===== config.mk =====
export PLATFORM = sky130hd
export DESIGN_NAME = ntp_timestamp_to_local_time
export DESIGN_NICKNAME = d
export VERILOG_FILES = /design/src/ntpl_pkg.sv /design/src/ntp_timestamp_to_local_time.sv
export SDC_FILE = /design/constraint.sdc
export NUM_CORES = 2
export LEC_CHECK = 0
export ABC_AREA = 1
export BUFFER_PORTS_ARGS = -buffer_cell sky130_fd_sc_hd__buf_2
export CAP_MARGIN = 10
export CORE_ASPECT_RATIO = 0.5
export CORE_MARGIN = 1
export CORE_UTILIZATION = 50
export DETAILED_ROUTE_END_ITERATION = 16
export PLACE_DENSITY = 0.72
export SLEW_MARGIN = 30
export SYNTH_ARGS = -nofsm -noshare
export SYNTH_HDL_FRONTEND = slang
export SYNTH_SLANG_ARGS = --single-unit
export TNS_END_PERCENT = 20

===== constraint.sdc =====
create_clock -name clk -period 13.5 [get_ports clk]
set_input_delay 1.35 -clock clk [delete_from_list [all_inputs] [get_ports clk]]
set_output_delay 1.35 -clock clk [all_outputs]
set_load 0.05 [all_outputs]

===== src/ntpl_pkg.sv =====
// ntpl_pkg: constants, stage types and helper functions for ntp_timestamp_to_local_time.
// No dependencies.

package ntpl_pkg;

    localparam logic [31:0] NTP_UNIX_OFFSET = 32'd2208988800;
    localparam logic [16:0] SECS_HOUR       = 17'd3600;
    localparam logic [16:0] SECS_DAY        = 17'd86400;

    // floor(x / 675) for x < 2^25: (x * DAY_RECIP) >> 35
    localparam logic [25:0] DAY_RECIP       = 26'd50903317;
    // year estimate: (days * YEAR_RECIP) >> 20, within one of the true year
    localparam logic [11:0] YEAR_RECIP      = 12'd2871;
    // floor(x / 225) for x < 2^13: (x * HOUR_RECIP) >> 21
    localparam logic [13:0] HOUR_RECIP      = 14'd9321;
    // floor(x / 7) for x < 2^12: (x * SEVEN_RECIP) >> 15
    localparam logic [12:0] SEVEN_RECIP     = 13'd4682;

    localparam logic [11:0] EPOCH_YEAR      = 12'd1970;
    localparam logic [7:0]  YI_2100         = 8'd130;

    localparam logic [8:0]  MARCH_DOY       = 9'd59;
    localparam logic [8:0]  APRIL_DOY       = 9'd90;
    localparam logic [8:0]  OCTOBER_DOY     = 9'd273;
    localparam logic [8:0]  NOVEMBER_DOY    = 9'd304;

    localparam logic REG_ZONE = 1'b0;
    localparam logic REG_DST  = 1'b1;

    typedef enum logic [1:0] {
        SEASON_WINTER,
        SEASON_MARCH,
        SEASON_SUMMER,
        SEASON_OCTOBER
    } season_t;

    typedef struct packed {
        logic [31:0] t;
        logic [15:0] days;
    } days_stage_t;

    typedef struct packed {
        logic [31:0] t;
        logic [15:0] days;
        logic [7:0]  yest;
        logic [16:0] sod;
    } split_stage_t;

    typedef struct packed {
        logic [31:0] t;
        logic [15:0] days;
        logic [7:0]  yest;
        logic [4:0]  hour;
        logic [16:0] start_lo;
        logic [16:0] start_mid;
        logic [16:0] start_hi;
    } start_stage_t;

    typedef struct packed {
        logic [31:0] t;
        logic [4:0]  hour;
        logic [7:0]  yi;
        logic [8:0]  doy;
        logic        leap;
    } year_stage_t;

    typedef struct packed {
        logic [31:0] t;
        logic [4:0]  hour;
        season_t     season;
        logic [4:0]  mday;
        logic [2:0]  r_mar;
        logic [2:0]  r_oct;
    } month_stage_t;

    // days from 1970-01-01 to 1 January of year 1970+yi (2100 is not leap)
    function automatic logic [16:0] year_start(input logic [7:0] yi);
        logic [8:0]  yp;
        logic [16:0] base;
        yp   = {1'b0, yi} + 9'd1;
        base = 17'(yi) * 17'd365 + 17'(yp[8:2]);
        if (yi > YI_2100)
        begin
            base = base - 17'd1;
        end
        return base;
    endfunction

    function automatic logic [2:0] mod7(input logic [11:0] v);
        logic [24:0] prod;
        logic [9:0]  q;
        logic [11:0] r;
        prod = 25'(v) * 25'(SEVEN_RECIP);
        q    = prod[24:15];
        r    = v - ({q, 2'b00} + {1'b0, q, 1'b0} + {2'b00, q});
        return r[2:0];
    endfunction

endpackage


===== src/ntp_timestamp_to_local_time.sv =====
// ntp_timestamp_to_local_time: NTP transmit seconds to local Unix time with EU summer time.
// Seven-stage pipeline with an APB register port. Depends on ntpl_pkg.
//
//   channel   | direction | handshake              | payload
//   ----------+-----------+------------------------+-------------------------------------
//   timestamp | in        | start, busy            | ts_byte_msb, ts_byte_2, ts_byte_1, ts_byte_lsb
//   result    | out       | done (one-cycle strobe)| local_seconds, dst_applied
//   config    | in        | psel, penable, pready  | paddr, pwrite, pwdata, prdata
//
// One timestamp per cycle; busy is never raised.
// An accepted transfer moves through the stages below in order and comes out with done.
// Stages: offset/zone add, day divide, year estimate and second-of-day, hour and year
// starts, year fix, month and last-Sunday, summer decision and result register.
// Reset clears the stage valid bits and the two registers; no clearing pass.
// The receiver cannot stall, so nothing holds in the pipeline.

module ntp_timestamp_to_local_time
    import ntpl_pkg::*;
(
    input  logic        clk,
    input  logic        rst_n,
    input  logic        psel,
    input  logic        penable,
    input  logic        pwrite,
    input  logic [2:0]  paddr,
    input  logic [31:0] pwdata,
    output logic [31:0] prdata,
    output logic        pready,
    input  logic        start,
    output logic        busy,
    input  logic [7:0]  ts_byte_msb,
    input  logic [7:0]  ts_byte_2,
    input  logic [7:0]  ts_byte_1,
    input  logic [7:0]  ts_byte_lsb,
    output logic        done,
    output logic [31:0] local_seconds,
    output logic        dst_applied
);

    logic signed [4:0] zone_reg;
    logic              dst_en_reg;
    logic [7:1]        valid_reg;

    logic [31:0]       t1_reg;
    days_stage_t       s2_reg;
    split_stage_t      s3_reg;
    start_stage_t      s4_reg;
    year_stage_t       s5_reg;
    month_stage_t      s6_reg;
    logic [31:0]       local_seconds_reg;
    logic              dst_applied_reg;

    logic [31:0]       t1_next;
    days_stage_t       s2_next;
    split_stage_t      s3_next;
    start_stage_t      s4_next;
    year_stage_t       s5_next;
    month_stage_t      s6_next;
    logic [31:0]       local_seconds_next;
    logic              dst_applied_next;

    logic              accept;
    logic              cfg_write;

    assign pready    = 1'b1;
    assign busy      = 1'b0;
    assign accept    = start && !busy;
    assign cfg_write = psel && penable && pwrite && pready;

    always_ff @(posedge clk or negedge rst_n)
    begin
        if (!rst_n)
        begin
            zone_reg   <= '0;
            dst_en_reg <= 1'b0;
        end
        else if (cfg_write)
        begin
            case (paddr[2])
                REG_ZONE: zone_reg   <= signed'(pwdata[4:0]);
                REG_DST:  dst_en_reg <= pwdata[0];
                default:  ;
            endcase
        end
    end

    always_comb
    begin
        case (paddr[2])
            REG_ZONE: prdata = {27'd0, zone_reg};
            REG_DST:  prdata = {31'd0, dst_en_reg};
            default:  prdata = '0;
        endcase
    end

    // stage 1: seconds since 1970 in local standard time
    logic signed [16:0] zone_secs;

    always_comb
    begin
        zone_secs = 17'(zone_reg) * signed'(SECS_HOUR);
        t1_next   = {ts_byte_msb, ts_byte_2, ts_byte_1, ts_byte_lsb} - NTP_UNIX_OFFSET
                    + 32'(zone_secs);
    end

    // stage 2: whole days
    logic [50:0] day_prod;

    always_comb
    begin
        day_prod    = 51'(t1_reg[31:7]) * 51'(DAY_RECIP);
        s2_next.t    = t1_reg;
        s2_next.days = day_prod[50:35];
    end

    // stage 3: year estimate and second of day
    logic [27:0] year_prod;
    logic [32:0] day_secs;

    always_comb
    begin
        year_prod    = 28'(s2_reg.days) * 28'(YEAR_RECIP);
        day_secs     = 33'(s2_reg.days) * 33'(SECS_DAY);
        s3_next.t    = s2_reg.t;
        s3_next.days = s2_reg.days;
        s3_next.yest = year_prod[27:20];
        s3_next.sod  = s2_reg.t[16:0] - day_secs[16:0];
    end

    // stage 4: hour of day and starts of the neighbouring years
    logic [26:0] hour_prod;

    always_comb
    begin
        hour_prod         = 27'(s3_reg.sod[16:4]) * 27'(HOUR_RECIP);
        s4_next.t         = s3_reg.t;
        s4_next.days      = s3_reg.days;
        s4_next.yest      = s3_reg.yest;
        s4_next.hour      = hour_prod[25:21];
        s4_next.start_lo  = year_start(s3_reg.yest - 8'd1);
        s4_next.start_mid = year_start(s3_reg.yest);
        s4_next.start_hi  = year_start(s3_reg.yest + 8'd1);
    end

    // stage 5: exact year and day of year
    logic [16:0] start_sel;
    logic [16:0] doy_full;

    always_comb
    begin
        s5_next.t    = s4_reg.t;
        s5_next.hour = s4_reg.hour;
        if (17'(s4_reg.days) < s4_reg.start_mid)
        begin
            s5_next.yi = s4_reg.yest - 8'd1;
            start_sel  = s4_reg.start_lo;
        end
        else if (17'(s4_reg.days) >= s4_reg.start_hi)
        begin
            s5_next.yi = s4_reg.yest + 8'd1;
            start_sel  = s4_reg.start_hi;
        end
        else
        begin
            s5_next.yi = s4_reg.yest;
            start_sel  = s4_reg.start_mid;
        end
        doy_full     = 17'(s4_reg.days) - start_sel;
        s5_next.doy  = doy_full[8:0];
        s5_next.leap = (s5_next.yi[1:0] == 2'd2) && (s5_next.yi != YI_2100);
    end

    // stage 6: month class, day of month, last-Sunday offsets
    logic [11:0] year_num;
    logic [13:0] year_x5;
    logic [11:0] sun_base;
    logic [8:0]  leap9;
    logic [8:0]  mday_full;

    always_comb
    begin
        year_num  = EPOCH_YEAR + 12'(s5_reg.yi);
        year_x5   = {year_num, 2'b00} + 14'(year_num);
        sun_base  = year_x5[13:2];
        leap9     = 9'(s5_reg.leap);
        mday_full = '0;

        s6_next.t     = s5_reg.t;
        s6_next.hour  = s5_reg.hour;
        s6_next.r_mar = mod7(sun_base + 12'd4);
        s6_next.r_oct = mod7(sun_base + 12'd1);

        if (s5_reg.doy < MARCH_DOY + leap9)
        begin
            s6_next.season = SEASON_WINTER;
        end
        else if (s5_reg.doy < APRIL_DOY + leap9)
        begin
            s6_next.season = SEASON_MARCH;
            mday_full      = s5_reg.doy - MARCH_DOY - leap9 + 9'd1;
        end
        else if (s5_reg.doy < OCTOBER_DOY + leap9)
        begin
            s6_next.season = SEASON_SUMMER;
        end
        else if (s5_reg.doy < NOVEMBER_DOY + leap9)
        begin
            s6_next.season = SEASON_OCTOBER;
            mday_full      = s5_reg.doy - OCTOBER_DOY - leap9 + 9'd1;
        end
        else
        begin
            s6_next.season = SEASON_WINTER;
        end
        s6_next.mday = mday_full[4:0];
    end

    // stage 7: switch instant and result
    logic signed [10:0] hour_pos;
    logic signed [10:0] lim_mar;
    logic signed [10:0] lim_oct;
    logic               summer;

    always_comb
    begin
        hour_pos = signed'(11'(s6_reg.hour) + 11'(s6_reg.mday) * 11'd24);
        lim_mar  = 11'sd1 + 11'(zone_reg)
                   + signed'(11'd24 * (11'd31 - 11'(s6_reg.r_mar)));
        lim_oct  = 11'sd1 + 11'(zone_reg)
                   + signed'(11'd24 * (11'd31 - 11'(s6_reg.r_oct)));
        case (s6_reg.season)
            SEASON_WINTER:  summer = 1'b0;
            SEASON_MARCH:   summer = hour_pos >= lim_mar;
            SEASON_SUMMER:  summer = 1'b1;
            SEASON_OCTOBER: summer = hour_pos < lim_oct;
            default:        summer = 1'b0;
        endcase
        dst_applied_next   = dst_en_reg && summer;
        local_seconds_next = s6_reg.t + (dst_applied_next ? 32'(SECS_HOUR) : 32'd0);
    end

    always_ff @(posedge clk or negedge rst_n)
    begin
        if (!rst_n)
        begin
            valid_reg <= '0;
        end
        else
        begin
            valid_reg <= {valid_reg[6:1], accept};
        end
    end

    always_ff @(posedge clk)
    begin
        t1_reg            <= t1_next;
        s2_reg            <= s2_next;
        s3_reg            <= s3_next;
        s4_reg            <= s4_next;
        s5_reg            <= s5_next;
        s6_reg            <= s6_next;
        local_seconds_reg <= local_seconds_next;
        dst_applied_reg   <= dst_applied_next;
    end

    assign done          = valid_reg[7];
    assign local_seconds = local_seconds_reg;
    assign dst_applied   = dst_applied_reg && valid_reg[7];

    a_latency: assert property (@(posedge clk) disable iff (!rst_n)
        accept |-> ##7 done)
        else $error("transfer did not complete after seven cycles");

    a_hour_range: assert property (@(posedge clk) disable iff (!rst_n)
        valid_reg[4] |-> s4_reg.hour < 5'd24)
        else $error("hour of day out of range");

    a_doy_range: assert property (@(posedge clk) disable iff (!rst_n)
        valid_reg[5] |-> (s5_reg.doy < 9'd365 + 9'(s5_reg.leap)) && (s5_reg.yi <= 8'd136))
        else $error("year or day of year out of range");

    a_dst_off: assert property (@(posedge clk) disable iff (!rst_n)
        done && !$past(dst_en_reg) |-> !dst_applied)
        else $error("summer hour added with daylight handling off");

endmodule


==> impl_results.md <==
* Clock latency at the later pin of the worst-skew pair at 540 ps
* CP dominant cell by count: inv_1
* Area Overhead vs Synth at 7.577%
* Slowest cell on crit path: fa_1
* Row count at 73
* Final Core Density at 54.76%
* RSZ-0062 raised after global routing: false
* Post-synth EDFFs at 0
* XOR/XNOR Fraction of Synth Area at 5.944%
* DIE AREA at 0.08276 mm²
* First DRT Iteration DRCs at 1311
* Main synth FF type: dfxtp_1
* Post-synth top area share at 27.74%
* Setup tns final at 0 ps
* Die Y at 203.9 µm
* Syn_area_per_cell at 9.152 µm²
* Main combinational cell family by area after synthesis: adder cells
* Global placement routability congestion at 0.9209
* Post-CTS sizing at 0
* Fmax at 0.1278 GHz
* Setup Fix Bufs, Post-CTS at 0
* Worst Skew at 17.13 ps
* Max cap viols at 0
* Flip-flop and latch count after synthesis at 401
* Sequential-to-total area share from yosys stat at 19.85%
* Mux share of post-synthesis cell area at 0.02455%
* CTS root buf: clkbuf_16
* Average wire per standard cell at 14.71 µm
* Final hold vios at 0
* Vias at 28527
* CTS tree: done
* Final Max Tran Viols at 0
* Synth area leaders: ha_1, fa_1, dfxtp_1
* Post-synthesis adder-cell area fraction at 47.48%
* Initial Util at 50.90%
* Total track usage at 20.80%
* Largest net degree at the start of global routing at 26
* Initial antenna violation count at 0
* CTS H-tree depth at 2
* Post-Synth Simple-Gate Area at 9.980%
* Worst rel slew slack at 32.74%
* CP peak stage delay at 550 ps
* Chip Width at 405.8 µm
* Yosys warns at 0
* DRC errors left at 0
* Final clock period utilization by the worst path at 57.94%
* Clock Sinks at 401
* Drt first pass iters at 5
* Nets at 5958
* Slew @ Worst Pin at 1008 ps
* Synth Instances at 4455
* Average vias per placed instance at 5.006
* Synth area leader: ha_1
* Status: complete, no violations
* Top-count cell post-synth: inv_1
* Overall routed net length at 83830 µm
* DP HPWL at 71650 µm
* CP endpoint kind: flip-flop
* I/O pin total at 141
* First-pass GRT wire length at 141200 µm
* Clock-pin slew on the worst setup and hold paths at 60 ps
* Max clock buf depth at 3
* Vias in the first global route at 29454
* Hold Crit Class: reg2reg
* Reg-to-reg slack, setup at 5680 ps
* Critical Path AT at 8260 ps
* Synthesized area at 0.04077 mm²
* Max reg flops at 104
* Final setup fails at 0
* CTS Hold Buffers Added at 0
* Most frequent cells after synthesis: inv_1, ha_1, nand2_1, fa_1, dfxtp_1
* Worst EP required at 13940 ps
* Final worst path period need at 7822 ps
* DRT antenna net count at 0
* Core area at 0.08010 mm²
* TritonCTS Buffers at 40
* Crit path launch type: flip-flop
* Setup CP Type: reg2reg
* Post-synthesis cell type count at 63
* Total grt overflow at 0
* I/O Buffers at 82
* Compound-Gate Fraction of Synth Area at 6.383%
* Share of layout cells above drive strength 1 at 4.988%
* # diodes at 0
* Ys async rst share at 3.242%
* Final Instance Area at 0.04386 mm²
* Crit Path Max Fanout at 9
* Post-DP Area at 0.04246 mm²
-- worst paths after layout --
path / cells after the start / from / end
worst max-delay path: 44 / s5_reg[12] / s6_reg[2]
worst min-delay path: 0 / s3_reg[27] / s4_reg[66]
worst max register to register: 44 / s5_reg[12] / s6_reg[2]
worst min register to register: 0 / s3_reg[27] / s4_reg[66]
max in group asynchronous: 1 / rst_n / zone_reg[3]
min in group asynchronous: 1 / rst_n / valid_reg[2]
-- area by class of cell --
class                      instances  area, µm²
clock inverter                    17      203.9
multi-input combinational       2989      28570
sequential                       401       8093
tap                             1087       1360
fill                            7079      36240
timing repair buffer              89      462.9
inverter                        1058       3971
clock buffer                      57       1197
-- cell families after synthesis --
| family | count (synthesis) |
|---|---|
| multiplexers | 1 |
| flip-flops | 401 |
| buffers and inverters | 1092 |
| XOR/XNOR | 275 |
| AND/OR/NAND/NOR | 925 |
| AO/OA/AOI/OAI | 453 |
| adder cells (fa/ha/maj) | 1306 |
| other | 2 |
-- critical path, delay by kind of cell (launching register included) --
kind,cells,cell delay (ps)
buffers and inverters,7,470
multiplexers,1,150
adder cells (fa/ha/maj),9,3070
AO/OA/AOI/OAI,4,780
flip-flops,1,350
AND/OR/NAND/NOR,20,2040
XOR/XNOR,3,810
-- through the flow --
| step | instances | setup slack, ps | hold slack (ps) |
|---|---|---|---|
| floorplan | 4482 | 6544 | 309.6 |
| global placement | 5624 | 5824 | 309.6 |
| detailed placement | 5624 | 5770 | 312.1 |
| CTS | 5698 | 5725 | 319.5 |
| global route | 5698 | 5080 | 325.3 |
| finish | 5698 | 5678 | 318.4 |
-- metal layers --
layer / routed length [µm] / global-route usage [%]
met4: 1458 / 4.070
met2: 39620 / 36.19
met3: 2818 / 1.854
met1: 39930 / 28.27
met5: 0 / 0
-- cells in the final DEF (no fill, tap or decap), types with 15 or more instances in the layout --
master,count
inv_1,1046
ha_1,904
nand2_1,467
fa_1,402
dfxtp_1,388
a21oi_1,208
nor2_1,194
xor2_1,191
o21ai_0,114
nand3_1,103
xnor2_1,82
buf_2,82
nand4_1,44
clkbuf_16,42
nor3_1,32
conb_1,29
nand2_2,23
a21o_1,21
a31oi_1,21
o211ai_1,17
o21bai_1,16
nor4_1,15
Power is left out: the tool's default activity adds up to more than one toggle a clock period on the data nets, which glitch-free logic cannot reach.
